==> config.mk <==
export PLATFORM = sky130hd
export DESIGN_NAME = xorshift128_range_generator
export DESIGN_NICKNAME = d
export VERILOG_FILES = /design/src/xrg_pkg.sv /design/src/xrg_state.sv /design/src/xrg_div.sv /design/src/xorshift128_range_generator.sv
export SDC_FILE = /design/constraint.sdc
export NUM_CORES = 1
export LEC_CHECK = 0
export BUFFER_PORTS_ARGS = -buffer_cell sky130_fd_sc_hd__buf_2
export CORE_MARGIN = 5
export CORE_UTILIZATION = 45
export CTS_CLUSTER_SIZE = 12
export DETAILED_ROUTE_END_ITERATION = 8
export PLACE_DENSITY = 0.6
export REMOVE_ABC_BUFFERS = 1
export SLEW_MARGIN = 10
export SYNTH_ARGS = -nofsm -noshare
export SYNTH_HDL_FRONTEND = slang
export SYNTH_SLANG_ARGS = --single-unit
==> constraint.sdc <==
create_clock -name clk -period 4.24 [get_ports clk]
set_input_delay 0.848 -clock clk [delete_from_list [all_inputs] [get_ports clk]]
set_output_delay 0.848 -clock clk [all_outputs]
set_load 0.005 [all_outputs]
==> src/xrg_pkg.sv <==
// Shared constants and types for the xorshift128 range generator.
`default_nettype none
package xrg_pkg;

	localparam int WORD_W = 32;
	localparam int CNT_W  = $clog2(WORD_W);

	typedef logic [WORD_W-1:0] word_t;

	localparam word_t START_X = 32'd123456789;
	localparam word_t START_Y = 32'd362436069;
	localparam word_t START_Z = 32'd521288629;
	localparam word_t START_W = 32'd88675123;

	localparam int SHIFT_A = 11;
	localparam int SHIFT_B = 19;
	localparam int SHIFT_C = 8;

	// Configuration register indexes
	localparam logic REG_SEED_LOW  = 1'b0;
	localparam logic REG_SEED_HIGH = 1'b1;

	typedef enum logic [3:0] {
		ST_IDLE = 4'b0001,
		ST_LOAD = 4'b0010,
		ST_DIV  = 4'b0100,
		ST_DONE = 4'b1000
	} state_t;

endpackage
`default_nettype wire

==> src/xrg_state.sv <==
// Generator state words with seeding and one-step advance.
`default_nettype none
module xrg_state (
	input  wire           clk,
	input  wire           arst_n,
	input  wire           step,
	input  xrg_pkg::word_t seed_low,
	input  xrg_pkg::word_t seed_high,
	output xrg_pkg::word_t gen_w
);
	import xrg_pkg::*;

	word_t gen_x_q, gen_y_q, gen_z_q, gen_w_q;
	logic  seeded_q;
	word_t src_x, src_y, src_z, src_w, t, nw;

	// Load start values on the first step after reset
	always_comb begin
		src_x = seeded_q ? gen_x_q : START_X;
		src_y = seeded_q ? gen_y_q : (START_Y ^ seed_low);
		src_z = seeded_q ? gen_z_q : START_Z;
		src_w = seeded_q ? gen_w_q : (START_W ^ seed_high);
		t     = src_x ^ (src_x << SHIFT_A);
		nw    = src_w ^ (src_w >> SHIFT_B) ^ t ^ (t >> SHIFT_C);
	end

	always_ff @(posedge clk or negedge arst_n) begin
		if (!arst_n) begin
			gen_x_q  <= '0;
			gen_y_q  <= '0;
			gen_z_q  <= '0;
			gen_w_q  <= '0;
			seeded_q <= 1'b0;
		end else if (step) begin
			gen_x_q  <= src_y;
			gen_y_q  <= src_z;
			gen_z_q  <= src_w;
			gen_w_q  <= nw;
			seeded_q <= 1'b1;
		end
	end

	assign gen_w = gen_w_q;
endmodule
`default_nettype wire

==> src/xrg_div.sv <==
// Restoring remainder unit, one dividend bit per cycle.
`default_nettype none
module xrg_div (
	input  wire            clk,
	input  wire            arst_n,
	input  wire            start,
	input  xrg_pkg::word_t dividend,
	input  xrg_pkg::word_t divisor,
	output logic           done,
	output xrg_pkg::word_t remainder
);
	import xrg_pkg::*;

	word_t              rem_q, num_q, den_q;
	logic [CNT_W-1:0]   count_q;
	logic               busy_q;
	logic [WORD_W:0]    partial, trial;

	always_comb begin
		partial = {rem_q, num_q[WORD_W-1]};
		trial   = partial - {1'b0, den_q};
	end

	always_ff @(posedge clk or negedge arst_n) begin
		if (!arst_n) begin
			busy_q  <= 1'b0;
			count_q <= '0;
		end else if (start) begin
			busy_q  <= 1'b1;
			count_q <= '0;
		end else if (busy_q) begin
			count_q <= count_q + 1'b1;
			if (count_q == CNT_W'(WORD_W - 1)) busy_q <= 1'b0;
		end
	end

	always_ff @(posedge clk) begin
		if (start) begin
			rem_q <= '0;
			num_q <= dividend;
			den_q <= divisor;
		end else if (busy_q) begin
			// Keep the trial difference when it does not borrow
			rem_q <= trial[WORD_W] ? partial[WORD_W-1:0] : trial[WORD_W-1:0];
			num_q <= {num_q[WORD_W-2:0], 1'b0};
		end
	end

	assign done      = busy_q && (count_q == CNT_W'(WORD_W - 1));
	assign remainder = rem_q;
endmodule
`default_nettype wire

==> src/xorshift128_range_generator.sv <==
// Top level of the xorshift128 range generator: sequencer, seeds and output register.
//
// Usage:
//   Input channel (in_valid / in_stall / modulus): each transaction is one draw
//   request. The generator advances one xorshift128 step in the accept cycle;
//   the first draw after reset first loads the start words, with seed_low
//   XORed into y and seed_high into w.
//   Output channel (out_valid / out_stall / value / bad_modulus): one
//   transaction per draw, holding the new w word modulo modulus. A zero
//   modulus returns value 0 with bad_modulus set and skips the divider.
//   Config port (wr_en / wr_index / wr_data): index 0 is seed_low, 1 is
//   seed_high. Seeds only matter at the first draw after reset.
// Timing:
//   A draw runs through accept, divider load, the remainder iterations
//   of the restoring unit and result hand-off; a zero modulus goes from
//   accept straight to result hand-off. in_stall is high whenever the
//   sequencer is not idle, from after the accept until the hand-off.
//   The output register lets a new request be accepted while the previous
//   result still waits; a finished result waits in the sequencer while
//   out_stall holds the older one.
// Reset: asynchronous active-low arst_n clears seeds, state words, the
//   sequencer and out_valid.
`default_nettype none
module xorshift128_range_generator (
	input  wire            clk,
	input  wire            arst_n,
	input  wire            in_valid,
	output logic           in_stall,
	input  xrg_pkg::word_t modulus,
	output logic           out_valid,
	input  wire            out_stall,
	output xrg_pkg::word_t value,
	output logic           bad_modulus,
	input  wire            wr_en,
	input  wire            wr_index,
	input  xrg_pkg::word_t wr_data
);
	import xrg_pkg::*;

	state_t state_q;
	word_t  seed_low_q, seed_high_q, modulus_q, result_q, gen_w;
	logic   bad_q, accept, div_done, load_out;
	word_t  remainder;

	assign in_stall = (state_q != ST_IDLE);
	assign accept   = in_valid && !in_stall;
	// Hand the result over once the output register is free or draining
	assign load_out = (state_q == ST_DONE) && (!out_valid || !out_stall);

	// Configuration writes
	always_ff @(posedge clk or negedge arst_n) begin
		if (!arst_n) begin
			seed_low_q  <= '0;
			seed_high_q <= '0;
		end else if (wr_en) begin
			case (wr_index)
				REG_SEED_LOW:  seed_low_q  <= wr_data;
				REG_SEED_HIGH: seed_high_q <= wr_data;
				default: ;
			endcase
		end
	end

	xrg_state u_state (
		.clk       (clk),
		.arst_n    (arst_n),
		.step      (accept),
		.seed_low  (seed_low_q),
		.seed_high (seed_high_q),
		.gen_w     (gen_w)
	);

	xrg_div u_div (
		.clk       (clk),
		.arst_n    (arst_n),
		.start     (state_q == ST_LOAD),
		.dividend  (gen_w),
		.divisor   (modulus_q),
		.done      (div_done),
		.remainder (remainder)
	);

	// Sequencer
	always_ff @(posedge clk or negedge arst_n) begin
		if (!arst_n) begin
			state_q <= ST_IDLE;
		end else begin
			case (state_q)
				ST_IDLE: if (accept) begin
					// Zero modulus skips the divider
					state_q <= (modulus == '0) ? ST_DONE : ST_LOAD;
				end
				ST_LOAD: state_q <= ST_DIV;
				ST_DIV:  if (div_done) state_q <= ST_DONE;
				ST_DONE: if (load_out) state_q <= ST_IDLE;
				default: state_q <= ST_IDLE;
			endcase
		end
	end

	// Request capture and result hold
	always_ff @(posedge clk) begin
		if (accept) begin
			modulus_q <= modulus;
			bad_q     <= (modulus == '0);
		end
		if (load_out) begin
			result_q    <= bad_q ? '0 : remainder;
			bad_modulus <= bad_q;
		end
	end

	assign value = result_q;

	always_ff @(posedge clk or negedge arst_n) begin
		if (!arst_n) begin
			out_valid <= 1'b0;
		end else if (load_out) begin
			out_valid <= 1'b1;
		end else if (!out_stall) begin
			out_valid <= 1'b0;
		end
	end
endmodule
`default_nettype wire

==> metrics.yaml, run 1 <==
synth_ff_type: "dfrtp_1"
fin_hold_ws_ns: 0.380
finClkSkew_ns: 0.0164
clk_pin_slew_ns: 0.06
ys_seq_area_frac: 0.563
drive_above_1_share: 0.150
clkSinkCount: 366
num-fill-cells: 3490
syn2layout_area_growth_pct: 13.3
powerDensity_nw_per_um2: 782
hold_path_class: "in2async"
top_usage_layer: "met2"
final_nets: 1841
num_vias: 11900
fin_area_um2: 19400
worstPathRequired_ns: 4.69
setup_tns_ns: 0
gp_congestion: 0.883
grt_util_met2: 0.311
postCtsSetupBuffers: 0
p_leak_nw: 8.46
wl_per_cell_um: 17.1
setup_viol: 0
crit_type: "reg2reg"
finalWorstSetupSlack_ns: 1.05
drc_errors: 0
post-route-min-period_ns: 3.19
slew-limit-headroom: 0.305
clk_latency_ns: 0.56
yosys_warnings: 0
finalHoldViolCount: 0
crit_fanout: 29
routed_wl_mm: 38.9
final_common_cell: "nand2_1"
arrival_ns: 3.64
synth.avg_cell_area_um2: 10.3
end_kind: "register"
layout_common_cells: "nand2_1 (306), dfrtp_1 (202), o21ai_0 (143)"
cts_resized: 0
root_buffer: "clkbuf_16"
async_reset_ff_frac: 0.557
cts_hold_buf: 0
ir_worst_vdd_mv: 0.363
firstDrtPassIters: 5
grt.total_usage: 0.189
p_total_mw: 15.2
core_um2: 37700
ys_ff_latch: 366
vias_per_cell: 5.22
met3_usage: 0.0281
fin_crit_sh: 0.753
antenna_found_initial: 0
drtIter0Drc: 812
cp-start-kind: "register"
grt_max_degree: 103
maxCapViolCount: 0
slew_violations: 0
synth_edf_count: 130
outcome: "completed"
htreeDepth: 2
rsz0062_at_grt: "no"
grt_overflow: 0
initial_core_util: 0.455
fp.dieH_um: 205
die_width_um: 205
ys_types: 64
gr-usage-met1: 0.257
postSynthCellCount: 1659
dpl_worst_slack_ns: 1.07
hpwlAfterDp_mm: 25.8
place_area_um2: 18200
clk_path_buf_depth: 3
io_pins: 105
numCtsBuffers: 40
grt_pass1_vias: 12000
worstMarginPinSlew_ns: 1.04
grt_pass1_wl_mm: 63.8
synth.cell_area_um2: 17100
rows: 71
antenna_left: 0
fmax_mhz: 313
cts_tree: "built"
dieArea_um2: 42100
io_buffers: 104
==> synth_stat cells, types with 12 or more instances <==
library cell,instances,area (um2)
ha_1,34,425
nor2b_1,48,300
edfxtp_1,130,3900
nor3_1,17,85.1
mux2i_1,39,390
mux2_2,65,732
a21oi_1,132,661
inv_1,48,180
nor2_1,89,334
o21ai_0,143,716
a31oi_1,13,81.3
nand3_1,23,115
xor2_1,26,228
o21ai_1,15,75.1
nand2_1,307,1150
buf_1,12,45.0
a21o_1,14,105
dfxtp_1,32,641
clkbuf_1,68,255
xnor2_1,73,639
dfrtp_1,203,5080
==> worst max-delay path, stage by stage (launching register included) <==
cell and delay, ns:
edfxtp_1 0.37, ha_1 0.24, fa_1 0.45, nor2b_4 0.15
o2111ai_2 0.12, a31oi_2 0.30, a22o_2 0.29, a21o_1 0.25
a211o_1 0.15, buf_4 0.31, nor3_1 0.09, a211oi_1 0.26
nor2_1 0.08
==> flip-flops by register name, summed over array words and instances, names as in the netlist, 5 cells and up <==
register / cells
modulus_q: 32
seed_high_q: 32
seed_low_q: 32
u_div.den_q: 32
u_div.num_q: 32
u_div.remainder: 32
u_state.gen_w: 32
u_state.gen_x_q: 32
u_state.gen_y_q: 32
u_state.gen_z_q: 32
value: 32
u_div.count_q: 5
==> power breakdown <==
group | total, mW | switching (mW) | internal, mW
Combinational | 6.00 | 3.42 | 2.58
Sequential | 5.83 | 0.822 | 5.01
Clock | 3.35 | 1.43 | 1.93
==> cell type report <==
class,count,area (um2),area share
flip-flops and latches,366,9650,0.497
multi-input cells,1151,6960,0.358
clock buffers,61,1180,0.0609
repair buffers,127,727,0.0374
well taps,511,639,0.0329
inverters,50,189,0.00972
clock inverters,13,71.3,0.00367
diodes,1,2.50,0.000129
==> layer usage <==
| metal | part of all wire | vias to the layer above |
|---|---|---|
| li1 | - | 5930 |
| met4 | 0.025 | 0 |
| met1 | 0.45 | 5684 |
| met5 | 0 | - |
| met3 | 0.044 | 66 |
| met2 | 0.48 | 224 |
==> path summary, 6_finish.rpt <==
check	startpoint	endpoint	slack [ns]	depth (start not counted)
min in group clk	modulus_q[1]	u_div.den_q[1]	0.41	0
max in group asynchronous	arst_n	seed_high_q[6]	2.88	2
hold / removal	arst_n	seed_high_q[2]	0.38	1
setup reg to reg	u_div.den_q[0]	u_div.remainder[12]	1.05	12
setup / recovery	u_div.den_q[0]	u_div.remainder[12]	1.05	12
hold reg to reg	modulus_q[1]	u_div.den_q[1]	0.41	0
==> logic make-up (layout without fill, tap and decap cells) <==
family,Yosys count,count (layout),share of synthesized area
other cells,0,1,0
simple gates,529,529,0.133
mux,104,104,0.0655
buf+inv,142,251,0.0328
fa+ha+maj,35,35,0.0260
compound gates,384,384,0.129
flops,366,366,0.563
xor+xnor,99,99,0.0506
==> metrics by stage <==
step	cells	util
2_1_floorplan	1567	-
3_3_place_gp	2205	0.482
3_5_place_dp	2205	0.482
4_1_cts	2279	0.516
5_1_grt	2279	0.516
6_report	2280	0.516
(Power assumes the default switching activity.)
==> run 2, diff against run 1 <==
--- a/config.mk
+++ b/config.mk
@@ -10,7 +10,7 @@
 export CORE_UTILIZATION = 45
 export CTS_CLUSTER_SIZE = 12
 export DETAILED_ROUTE_END_ITERATION = 8
-export PLACE_DENSITY = 0.6
+export PLACE_DENSITY = 0.62
 export REMOVE_ABC_BUFFERS = 1
 export SLEW_MARGIN = 10
 export SYNTH_ARGS = -nofsm -noshare
==> constraint.sdc (replaced) <==
create_clock -name clk -period 2.7 [get_ports clk]
set_input_delay 0.54 -clock clk [delete_from_list [all_inputs] [get_ports clk]]
set_output_delay 0.54 -clock clk [all_outputs]
set_load 0.005 [all_outputs]
==> run 2 against run 1 <==
Net effect: the flow now finishes with violations (setup timing); fmax is 14% higher; worst hold slack worse by 0.37 ns; die area stayed put; final cell count is 2.4% higher; via count is 3.4% higher; register-to-register slack worse by 1.1 ns; setup slack worse by 1.1 ns; routed wire length is 0.71% higher; critical endpoint is now u_div.remainder[10].
==> metrics.yaml, run 2 (synthesis gave the netlist of run 1 again) <==
outcome: "finished, violations left"
violations: "setup timing"
grt.total_usage: 0.187  # -0.00182
vias_per_cell: 5.27  # +0.98%
slew_violations: 0  # unchanged
syn2layout_area_growth_pct: 17.0
htreeDepth: 2  # unchanged
maxCapViolCount: 0  # unchanged
cp-start-kind: "register"
num-fill-cells: 3385  # -3.0%
numCtsBuffers: 40  # unchanged
grt_pass1_wl_mm: 64.0  # +0.28%
crit_fanout: 17  # -41%
p_total_mw: 25.0  # +64%
routed_wl_mm: 39.2  # +0.71%
clk_latency_ns: 0.55  # about the same
antenna_found_initial: 1  # +1
post-route-min-period_ns: 2.79  # -0.403 ns
root_buffer: "clkbuf_16"
clk_pin_slew_ns: 0.06  # about the same
worstPathRequired_ns: 3.10  # -1.59 ns
final_common_cell: "nand2_1"
arrival_ns: 3.19  # -0.45 ns
firstDrtPassIters: 5  # unchanged
clkSinkCount: 366  # unchanged
antenna_left: 0  # unchanged
final_nets: 1896  # +3.0%
setup_viol: 23  # +23
num_vias: 12300  # +3.4%
finalHoldViolCount: 0  # unchanged
initial_core_util: 0.455  # unchanged
multiInputGateArea_um2: 7040  # +1.1%
crit_type: "reg2reg"
grt_max_degree: 115  # +12%
end_kind: "register"
grt_pass1_vias: 12300  # +3.1%
rsz0062_at_grt: "yes"
gp_congestion: 0.879  # -0.44%
startpoint: "u_div.den_q[0]"
fp.dieH_um: 205  # unchanged
core_um2: 37700  # unchanged
rows: 71  # unchanged
drive_above_1_share: 0.188  # +0.0372
cts_hold_buf: 0  # unchanged
powerDensity_nw_per_um2: 1240  # +59%
worstMarginPinSlew_ns: 0.851  # -0.189 ns
ir_worst_vdd_mv: 0.523  # +44%
wl_per_cell_um: 16.8  # -1.6%
rr_startpoint: "u_div.den_q[0]"
dieArea_um2: 42100  # unchanged
regArea_um2: 9650  # unchanged
grt_overflow: 0  # unchanged
io_pins: 105  # unchanged
slew-limit-headroom: 0.432  # +0.127
r2r_setup_slack_ns: -0.09  # -1.14 ns
p_leak_nw: 8.80  # +4.0%
finClkSkew_ns: 0.0213  # +0.00487 ns
io_buffers: 104  # unchanged
layout_common_cells: "nand2_1 (304), dfrtp_1 (202), o21ai_0 (142)"
hpwlAfterDp_mm: 26.6  # +3.3%
drtIter0Drc: 706  # -13%
finalWorstSetupSlack_ns: -0.0909  # -1.14 ns
r2r_cells: 12  # unchanged
fin_crit_sh: 1.03  # +0.280
die_width_um: 205  # unchanged
antenna_cells: 0  # -1
fmax_mhz: 358  # +14%
cts_tree: "built"
clk_path_buf_depth: 3  # unchanged
timing.rr.end: "u_div.remainder[10]"
drc_errors: 0  # unchanged
hold_path_class: "in2async"
dpl_worst_slack_ns: -0.138  # -1.21 ns
-- run 2: cell count changes in the layout (fill, tap and decap cells not counted), moves of 3 or more --
cell      before  now
nor2_2         0    4
buf_4         21   65
nor2_1        89   85
a21oi_2        0    3
a21oi_1      131  128
buf_6          0    5
clkinv_1       7    3
buf_12         2    8
-- run 2: how the worst max path moves through the flow --
stage	depth (start not counted)	endpoint	slack [ns]
after floorplan	3	u_state.gen_z_q[19]	-3.75
after global placement	11	u_div.remainder[8]	-0.06
after detailed placement	11	u_div.remainder[8]	-0.14
after CTS	11	u_div.remainder[8]	-0.05
after global routing	13	u_div.remainder[6]	-0.18
final	12	u_div.remainder[10]	-0.09
-- run 2: per-stage QoR --
step / setup TNS, ns / util / instances / cell area [um2] / hold slack, ns
after floorplan: -613.57 / - / 1567 / 16800 / 0.244
final: -1.03 / 0.533 / 2334 / 20100 / 0.00927
after CTS: -0.373 / 0.529 / 2327 / 19900 / 0.00373
after detailed placement: -1.72 / 0.494 / 2252 / 18600 / 0.405
after global placement: -0.113 / 0.494 / 2252 / 18600 / 0.404
after global routing: -3.99 / 0.533 / 2334 / 20100 / 0.0385
-- run 2: per-layer routing --
metal,share of wire,vias to the layer above,track usage
met5,0.00026,-,0
met4,0.020,2,0.0476
met3,0.040,53,0.0292
met2,0.50,228,0.323
met1,0.44,5994,0.248
li1,-,6028,-
-- run 2: final cells by class --
type,count,share of cell area
repair buffers,182,0.0615
multi-input cells,1151,0.351
well taps,511,0.0319
inverters,50,0.00942
clock inverters,11,0.00561
flip-flops and latches,366,0.481
clock buffers,63,0.0593
-- run 2: worst max-delay path: stages, from the launching register on --
cell	delay, ns
edfxtp_1	0.43
ha_4	0.20
fa_2	0.42
nor2b_4	0.14
o2111ai_2	0.12
a31oi_2	0.23
a22o_2	0.22
a211oi_2	0.10
a211o_1	0.29
buf_12	0.17
buf_4	0.13
a21oi_1	0.15
a21oi_1	0.08
-- run 2: what timing repair did --
| action | CTS | global route |
|---|---|---|
| pin swaps | 3 | 20 |
| setup buffers | 1 | 7 |
| resized for setup | 3 | 23 |
| endpoints found under the setup margin | 31 | 31 |
-- run 2: power by group --
| part | leakage (nW) | total [mW] | switching, mW | internal, mW |
|---|---|---|---|---|
| Clock | 0.636 | 5.41 | 2.19 | 3.22 |
| Sequential | 4.00 | 9.14 | 1.27 | 7.87 |
| Combinational | 4.17 | 10.4 | 5.69 | 4.73 |
==> run 3, diff against run 2 <==
--- a/config.mk
+++ b/config.mk
@@ -8,11 +8,12 @@
 export BUFFER_PORTS_ARGS = -buffer_cell sky130_fd_sc_hd__buf_2
 export CORE_MARGIN = 5
 export CORE_UTILIZATION = 45
-export CTS_CLUSTER_SIZE = 12
+export CTS_CLUSTER_SIZE = 24
 export DETAILED_ROUTE_END_ITERATION = 8
 export PLACE_DENSITY = 0.62
 export REMOVE_ABC_BUFFERS = 1
 export SLEW_MARGIN = 10
 export SYNTH_ARGS = -nofsm -noshare
 export SYNTH_HDL_FRONTEND = slang
+export SYNTH_HIERARCHICAL = 1
 export SYNTH_SLANG_ARGS = --single-unit
==> run 3 against run 2 <==
Net effect: clock power barely moved; highest routed layer is now met4; area after synthesis rose by 2.1%; clock skew fell by 0.00076 ns; the run still ends with setup timing left; sequential share of layout area fell by 2.7 points.
==> metrics.yaml, run 3 <==
num-fill-cells: 3413  # +0.83%
io_buffers: 104  # unchanged
dp.cells: 2271  # +0.84%
routed_wl_mm: 41.5  # +6.0%
crit_fanout: 5  # -12
yosysTopAreaCell: "dfrtp_1"
max_stage_delay_ns: 0.38  # -0.05 ns
io_pins: 105  # unchanged
grt.total_usage: 0.189  # +0.00224
synth_edf_count: 130  # unchanged
synth_most_common_cell: "dfrtp_1"
synth_area_leaders: "dfrtp_1 (29%), edfxtp_1 (22%), mux2_2 (6.0%)"
regArea_um2: 9650  # unchanged
grt_max_degree: 59  # -49%
numCtsBuffers: 41  # +2.5%
setup_tns_ns: -9.35  # -8.32 ns
violations: "setup timing"
grt_pass1_wl_mm: 66.7  # +4.1%
cts_tree: "built"
async_reset_ff_frac: 0.557  # unchanged
finalHoldViolCount: 0  # unchanged
yosys_warnings: 6  # +6
finalWorstSetupSlack_ns: -0.374  # -0.283 ns
dieArea_um2: 42900  # +2.0%
slew-limit-headroom: 0.245  # -0.188
ir_worst_vdd_mv: 0.535  # +2.3%
end_kind: "register"
postSynthCellCount: 1594  # -3.9%
slew_violations: 0  # unchanged
grt_pass1_vias: 12400  # +0.60%
num_vias: 12600  # +2.2%
vias_per_cell: 5.34  # +1.3%
fp.dieH_um: 207  # +0.99%
root_buffer: "clkbuf_16"
rsz0062_at_grt: "yes"
drtIter0Drc: 808  # +14%
hold_depth: 1
place_area_um2: 19600  # +5.2%
min_to: "modulus_q[28]"
syn2layout_area_growth_pct: 21.4
ys_seq_area_frac: 0.551  # -0.0116
powerDensity_nw_per_um2: 1300  # +4.5%
fin_area_um2: 21300  # +5.9%
synth.top_cells.by_count: "dfrtp_1 (203), nor2_1 (171), a21oi_1 (145)"
antenna_left: 0  # unchanged
ys_types: 74  # +16%
cp_cell_sequence: "inv_2 -> ha_4 -> a21o_1 -> or3_4 -> o21a_1 -> o31a_1 -> o2111a_2 -> o21a_4 -> buf_6 -> or3_1 -> a311oi_1"
timing.rr.end: "u_div/remainder[20]"
wl_per_cell_um: 17.6  # +5.1%
startpoint: "u_div/den_q[5]"
antenna_found_initial: 2  # +1
grt_overflow: 0  # unchanged
clk_latency_ns: 0.57  # +0.02 ns
fin_util: 0.551  # +0.0186
clk_pin_slew_ns: 0.06  # about the same
multiInputGateArea_um2: 7470  # +6.0%
final_nets: 1909  # +0.69%
hold_path_class: "in2reg"
final_common_cell: "dfrtp_1"
drc_errors: 0  # unchanged
dpl_worst_slack_ns: -0.526  # -0.387 ns
synth.cell_area_um2: 17500  # +2.1%
layout_common_cells: "dfrtp_1 (202), nor2_1 (170), a21oi_1 (144)"
ys_ff_latch: 366  # unchanged
firstDrtPassIters: 6  # +1
clkSinkCount: 366  # unchanged
setup_viol: 32  # +39%
maxCapViolCount: 0  # unchanged
fin_crit_sh: 1.14  # +0.105
r2r_cells: 11  # -1
outcome: "finished, violations left"
die_width_um: 207  # +0.99%
post-route-min-period_ns: 3.07  # +0.283 ns
crit_slowest_cell: "or3_4"
hp-start: "modulus[28]"
gp_congestion: 0.901  # +2.4%
hpwlAfterDp_mm: 29.0  # +9.0%
drive_above_1_share: 0.254  # +0.0663
rr_startpoint: "u_div/den_q[5]"
core_um2: 38600  # +2.4%
clk_path_buf_depth: 3  # unchanged
cp-start-kind: "register"
fin_hold_ws_ns: 0.173  # +0.164 ns
worstPathRequired_ns: 3.17  # +0.07 ns
instances_no_fill: 2354  # +0.86%
initial_core_util: 0.454  # -0.00117
p_leak_nw: 9.15  # +4.0%
htreeDepth: 2  # unchanged
synth_ff_type: "dfrtp_1"
rows: 72  # +1.4%
r2r_setup_slack_ns: -0.37  # -0.28 ns
netlist.area_leader.share: 0.290  # -0.00610
synth.avg_cell_area_um2: 11.0  # +6.3%
fmax_mhz: 325  # -9.2%
arrival_ns: 3.54  # +0.35 ns
worstMarginPinSlew_ns: 1.13  # +0.277 ns
finClkSkew_ns: 0.0205  # -0.000762 ns
crit_type: "reg2reg"
p_total_mw: 27.6  # +11%
[run 3: cell count changes in the layout (fill, tap and decap cells not counted), moves of 18 or more]
cell | previous run | this run
nor2_1 | 85 | 170
o21ai_0 | 142 | 45
o21ai_1 | 14 | 32
mux2i_1 | 39 | 58
a311oi_1 | 0 | 18
inv_1 | 46 | 72
mux2_2 | 65 | 94
nand2_1 | 304 | 66
buf_4 | 65 | 136
[run 3: worst max path at each step]
stage	endpoint	slack, ns	cells past startpoint
6_report	u_div/remainder[20]	-0.37	11
5_1_grt	u_div/remainder[20]	-0.45	11
4_1_cts	u_div/remainder[20]	-0.42	11
3_5_place_dp	u_div/remainder[17]	-0.53	11
3_3_place_gp	u_div/remainder[21]	-0.39	13
2_1_floorplan	u_div/remainder[21]	-9.92	4
[run 3: layout make-up]
type	instances	area share
Sequential cell	366	0.454
Multi-Input combinational cell	1060	0.351
Timing Repair Buffer	261	0.0890
Clock buffer	61	0.0556
Tap cell	518	0.0305
Inverter	74	0.0134
Clock inverter	13	0.00577
Antenna cell	1	0.000118
[run 3: worst max-delay path, delay by kind of cell (launching register included)]
| kind | cells | cell delay [ns] |
|---|---|---|
| AOI/OAI and AO/OA | 6 | 1.50 |
| and+or+nand+nor | 2 | 0.72 |
| DFF | 1 | 0.37 |
| buffers and inverters | 2 | 0.20 |
| adders and majority gates | 1 | 0.19 |
[run 3: metal layers]
layer	global-route usage	wire length, um	vias to the layer above
met5	0	0	-
met4	0.0593	1180	0
met3	0.0373	1900	73
met2	0.318	20500	279
met1	0.248	17900	6112
li1	-	-	6107
[run 3: power by group]
group          internal (mW)  leakage, nW  switching, mW
Clock                   3.15        0.638           2.26
Sequential              7.91         3.90           1.43
Combinational           6.36         4.61           6.53
Total                   17.4         9.15           10.2
[run 3: logic make-up after synthesis]
kind of cell             synth area share
AO/OA/AOI/OAI                       0.126
AND/OR/NAND/NOR                     0.108
multiplexers                       0.0949
adder cells (fa/ha/maj)            0.0254
buffers and inverters              0.0398
flip-flops                          0.551
XOR/XNOR                           0.0545
[run 3: timing repair]
item	4_1_cts	5_1_grt
setup endpoints to repair	32	32
hold endpoints to repair	49	0
pin swaps	16	34
buffers inserted	2	5
resized for setup	17	60
gates cloned	0	1
hold buffers	1	0
